==> src/sv/poly_pkg.sv <==
package poly_pkg;

	localparam int WORD_W   = 32;
	localparam int PROD_W   = 2 * WORD_W;
	localparam int REG_COUNT = 8;
	localparam int IDX_W    = $clog2(REG_COUNT);

	typedef logic signed [WORD_W-1:0] word_t;
	typedef logic signed [PROD_W-1:0] prod_t;
	typedef logic [IDX_W-1:0] idx_t;

	localparam word_t WORD_MAX = {1'b0, {(WORD_W-1){1'b1}}};
	localparam word_t WORD_MIN = {1'b1, {(WORD_W-1){1'b0}}};

	// data handed from one cell to the next
	typedef struct packed {
		word_t x;
		word_t acc;
		logic  ovf;
	} token_t;

endpackage

==> src/sv/poly_cell.sv <==
module poly_cell #(
	parameter int FRAC_BITS = 16
) (
	input  logic             clk,
	input  logic             arst_n,
	input  logic             valid_in,
	input  poly_pkg::token_t tok_in,
	input  poly_pkg::word_t  coef,
	output logic             valid_out,
	output poly_pkg::token_t tok_out
);

	logic            valid_s1;
	poly_pkg::prod_t prod_s1;
	poly_pkg::word_t x_s1;
	logic            ovf_s1;

	logic             valid_s2;
	poly_pkg::token_t tok_s2;

	poly_pkg::prod_t shifted;
	logic            mul_clip;
	poly_pkg::word_t mul_sat;
	logic signed [poly_pkg::WORD_W:0] sum;
	logic            add_clip;
	poly_pkg::word_t add_sat;

	// stage 1: exact product
	always_ff @(posedge clk or negedge arst_n) begin
		if (!arst_n) begin
			valid_s1 <= 1'b0;
		end else begin
			valid_s1 <= valid_in;
		end
	end

	always_ff @(posedge clk) begin
		prod_s1 <= poly_pkg::prod_t'(tok_in.acc) * poly_pkg::prod_t'(tok_in.x);
		x_s1    <= tok_in.x;
		ovf_s1  <= tok_in.ovf;
	end

	// stage 2: floor shift, clip, add coefficient, clip
	always_comb begin
		shifted  = prod_s1 >>> FRAC_BITS;
		mul_clip = !((&shifted[poly_pkg::PROD_W-1:poly_pkg::WORD_W-1]) ||
			!(|shifted[poly_pkg::PROD_W-1:poly_pkg::WORD_W-1]));
		if (!mul_clip) begin
			mul_sat = shifted[poly_pkg::WORD_W-1:0];
		end else if (shifted[poly_pkg::PROD_W-1]) begin
			mul_sat = poly_pkg::WORD_MIN;
		end else begin
			mul_sat = poly_pkg::WORD_MAX;
		end
		sum      = {mul_sat[poly_pkg::WORD_W-1], mul_sat} + {coef[poly_pkg::WORD_W-1], coef};
		add_clip = sum[poly_pkg::WORD_W] != sum[poly_pkg::WORD_W-1];
		if (!add_clip) begin
			add_sat = sum[poly_pkg::WORD_W-1:0];
		end else if (sum[poly_pkg::WORD_W]) begin
			add_sat = poly_pkg::WORD_MIN;
		end else begin
			add_sat = poly_pkg::WORD_MAX;
		end
	end

	always_ff @(posedge clk or negedge arst_n) begin
		if (!arst_n) begin
			valid_s2 <= 1'b0;
		end else begin
			valid_s2 <= valid_s1;
		end
	end

	always_ff @(posedge clk) begin
		tok_s2.x   <= x_s1;
		tok_s2.acc <= add_sat;
		tok_s2.ovf <= ovf_s1 | mul_clip | add_clip;
	end

	assign valid_out = valid_s2;
	assign tok_out   = tok_s2;

	a_valid_moves: assert property (@(posedge clk) disable iff (!arst_n)
		valid_s1 |=> valid_s2)
		else $error("cell dropped a transfer between stages");

	a_no_spurious: assert property (@(posedge clk) disable iff (!arst_n)
		!valid_in |=> !valid_s1)
		else $error("cell created a transfer");

	a_ovf_sticks: assert property (@(posedge clk) disable iff (!arst_n)
		valid_s1 && ovf_s1 |=> tok_s2.ovf)
		else $error("overflow flag lost in cell");

endmodule

==> config.mk <==
export PLATFORM = sky130hd
export DESIGN_NAME = poly_cell
export DESIGN_NICKNAME = d
export VERILOG_FILES = /design/src/sv/poly_pkg.sv /design/src/sv/poly_cell.sv
export SDC_FILE = /design/constraint.sdc
export NUM_CORES = 2
export LEC_CHECK = 0
export BUFFER_PORTS_ARGS = -buffer_cell sky130_fd_sc_hd__buf_4
export CAP_MARGIN = 25
export CORE_ASPECT_RATIO = 0.7
export CORE_MARGIN = 1.5
export CORE_UTILIZATION = 65
export DETAILED_ROUTE_END_ITERATION = 7
export PLACE_DENSITY = 0.83
export RECOVER_POWER = 100
export SLEW_MARGIN = 0
export SYNTH_ARGS = -nofsm -noshare
export SYNTH_HDL_FRONTEND = slang
export SYNTH_SLANG_ARGS = --single-unit
==> constraint.sdc <==
create_clock -name clk -period 10.07 [get_ports clk]
set_input_delay 2.5175 -clock clk [delete_from_list [all_inputs] [get_ports clk]]
set_output_delay 2.5175 -clock clk [all_outputs]
set_load 0.02 [all_outputs]
==> results.md <==
- Post_cts resized: 0
- Num CTS Buffers: 17
- Via-to-Cell Ratio: 5.697
- Clock latency on the worst-skew pair: 500 ps
- Post-Syn Area: 40,610 um^2
- Die height: 212.1 um
- Slew headroom: 0.2653
- CORE AREA: 61,620 um^2
- CTS tree: yes
- Final ANT Viol Nets: 0
- Global Route met1 Usage: 0.5350
- Total track usage: 0.3728
- Top cells by area, synth: fa_1 (53%), inv_1 (9.2%), and2_1 (8.0%)
- Placer Congestion: 0.9760
- Synth Flop Type: dfxtp_1
- Adder-cell share of the synthesized area: 0.6009
- Post-synth EDFFs: 0
- Final Setup Violations: 0
- Final #Nets: 5,678
- Port bufs: 165
- Post-synthesis register bit count: 148
- Root Buffer: clkbuf_16
- Crit path required time: 10,460 ps
- Met3 usage in global routing: 0.1953
- DRC viols: 0
- Post-Synth Simple-Gate Area: 0.1475
- Hold-fix buffers, CTS: 0
- GRT busiest layer: met1
- Syn Area/Cell: 9.640 um^2
- Setup Fix Bufs, Post-CTS: 0
- Row cnt: 76
- Die ar.: 64,010 um^2
- Clock Sinks: 148
- TNS Setup: 0 ps
- Synth area leader: fa_1
- Tmin final: 9682 ps
- Syn Inst Count: 4,213
- Hold/Removal Path Class: reg -> reg
- Startpoint Class: primary input
- Status: finished clean
- Vias in the first global route: 31,410
- Post-DP HPWL: 91,880 um
- Period utilization: 0.9614
- Initial drt markers: 2,886
- Max-Cap Viols: 0
- Worst slew pin tran: 1097 ps
- Clock Skew: 12.72 ps
- Final hold vios: 0
- CP Capture Type: flop
- Routed wire length: 109,900 um
- WP data arrival: 10,070 ps
- Fmax: 103.3 MHz
- Met2 GRT Util: 0.5021
- Max-slew violation count: 0
- Post-Syn Nets: 5,607
- Share of the synthesized area in the top cell type: 0.5333
- Commonest non-fill, non-tap cell in the layout: fa_1
- Max Buffers Root-to-Sink: 2
- Synth unique cells: 75
- Worst setup path class: in -> reg
- Wire length of the first global-routing pass: 178,300 um
- Clock transition at the registers of the reported paths: 80 ps
- Synth Area in XOR/XNOR: 0.01962
- Grt total ovfl: 0
- Io pins: 166
- Synth warn: 0
- Largest net degree at the start of global routing: 34
- Crit-path max FO: 33
- Layout area overhead: 6.140%
- Die Wd: 301.8 um
- DRT Pass-1 Iters: 6
- DR WL/cell: 21.47 um
- RSZ-0062 raised after global routing: false
- Most frequent cells in the layout: fa_1 (1,082), inv_1 (991), nand2_1 (520), and2_1 (518), ha_1 (212)
- # H-tree levels: 4
- Initial Util: 0.6591
- Compound-Gate Fraction of Synth Area: 0.04713
- Vias: 29,150
- Seq/Total Area, Yosys: 0.07320
- Initial antenna violation count: 3
- Layout cell share with drive strength beyond 1: 0.05865
- Ys async rst share: 0.01351
- Largest family of logic cells by synthesized area: adder cells
- Post-synthesis mux area share: 0
==> synth_stat cells (all sizes together) (5+ instances only) <==
cell type,n
nand3,23
and2,519
a21o,39
ha,212
a31oi,12
o21bai,13
o21a,38
xor2,27
a21oi,88
dfxtp,146
xnor2,64
inv,991
nor2b,7
clkbuf,201
a31o,6
nor2,57
nor3,7
fa,1082
buf,8
maj3,9
nand4,10
o21ai,47
or3,5
nand2,520
a211oi,9
nand2b,11
and3,13
==> final timing paths <==
kind	startpoint	slack, ps	depth (start not counted)	to
min in group asynchronous	arst_n	1780	1	valid_out
hold / removal	x_s1[8]	320	0	tok_out[41]
setup reg to reg	prod_s1[61]	4640	16	tok_out[6]
hold reg to reg	x_s1[8]	320	0	tok_out[41]
setup / recovery	tok_in[41]	390	23	prod_s1[51]
max in group asynchronous	arst_n	8160	1	valid_s1
==> layout make-up <==
class                           count  area, um^2
Multi-Input combinational cell   2864       33090
Fill cell                        4511       18510
Inverter                          991        3720
Sequential cell                   148        2973
Timing Repair Buffer              262        1729
Tap cell                          819        1025
Clock buffer                       20       456.7
Clock inverter                     12       112.6
Antenna cell                        1       2.502
==> per-layer routing <==
metal  wire length, um  vias up
met5                 7        -
met4              2206        2
met3             19640      173
met2             44610     2004
met1             43410    14670
li1                  -    12310
==> through the flow <==
stage	std cells	setup WS, ps	hold WS, ps	utilization	instance area [um^2]
6_report	5117	388.2	324.7	0.6996	43110
5_1_grt	5117	76.08	331.0	0.6996	43110
4_1_cts	5116	545.0	319.0	0.7044	43410
3_5_place_dp	5084	58.10	312.1	0.6952	42840
3_3_place_gp	5083	138.4	310.0	0.6947	42810
2_1_floorplan	4213	364.3	309.6	-	40610
==> sequential cells by signal, indices dropped and copies added, names as in the netlist <==
signal	cells
tok_out	65
ovf_s1	1
valid_out	1
prod_s1	48
valid_s1	1
x_s1	32
==> logic make-up after synthesis <==
family	count (synthesis)
buffers and inverters	1201
XOR/XNOR	91
flip-flops	148
AO/OA/AOI/OAI	282
adder cells (fa/ha/maj)	1303
AND/OR/NAND/NOR	1188
==> critical path: stages <==
cell and delay [ps]:
buf_4 370, and2_1 250, fa_1 430, fa_1 570, inv_1 60, fa_1 500, fa_1 530, inv_1 60
fa_1 560, fa_1 430, fa_1 660, fa_1 500, ha_1 380, a21oi_1 200, nand2_1 120, or4_4 560
o211ai_2 230, nand2_1 170, clkbuf_4 180, a21oi_1 200, clkbuf_1 190, o21bai_1 90, xor2_1 270
Power is left out: the tool's default activity adds up to more than one toggle a clock period on the data nets, which glitch-free logic cannot reach.
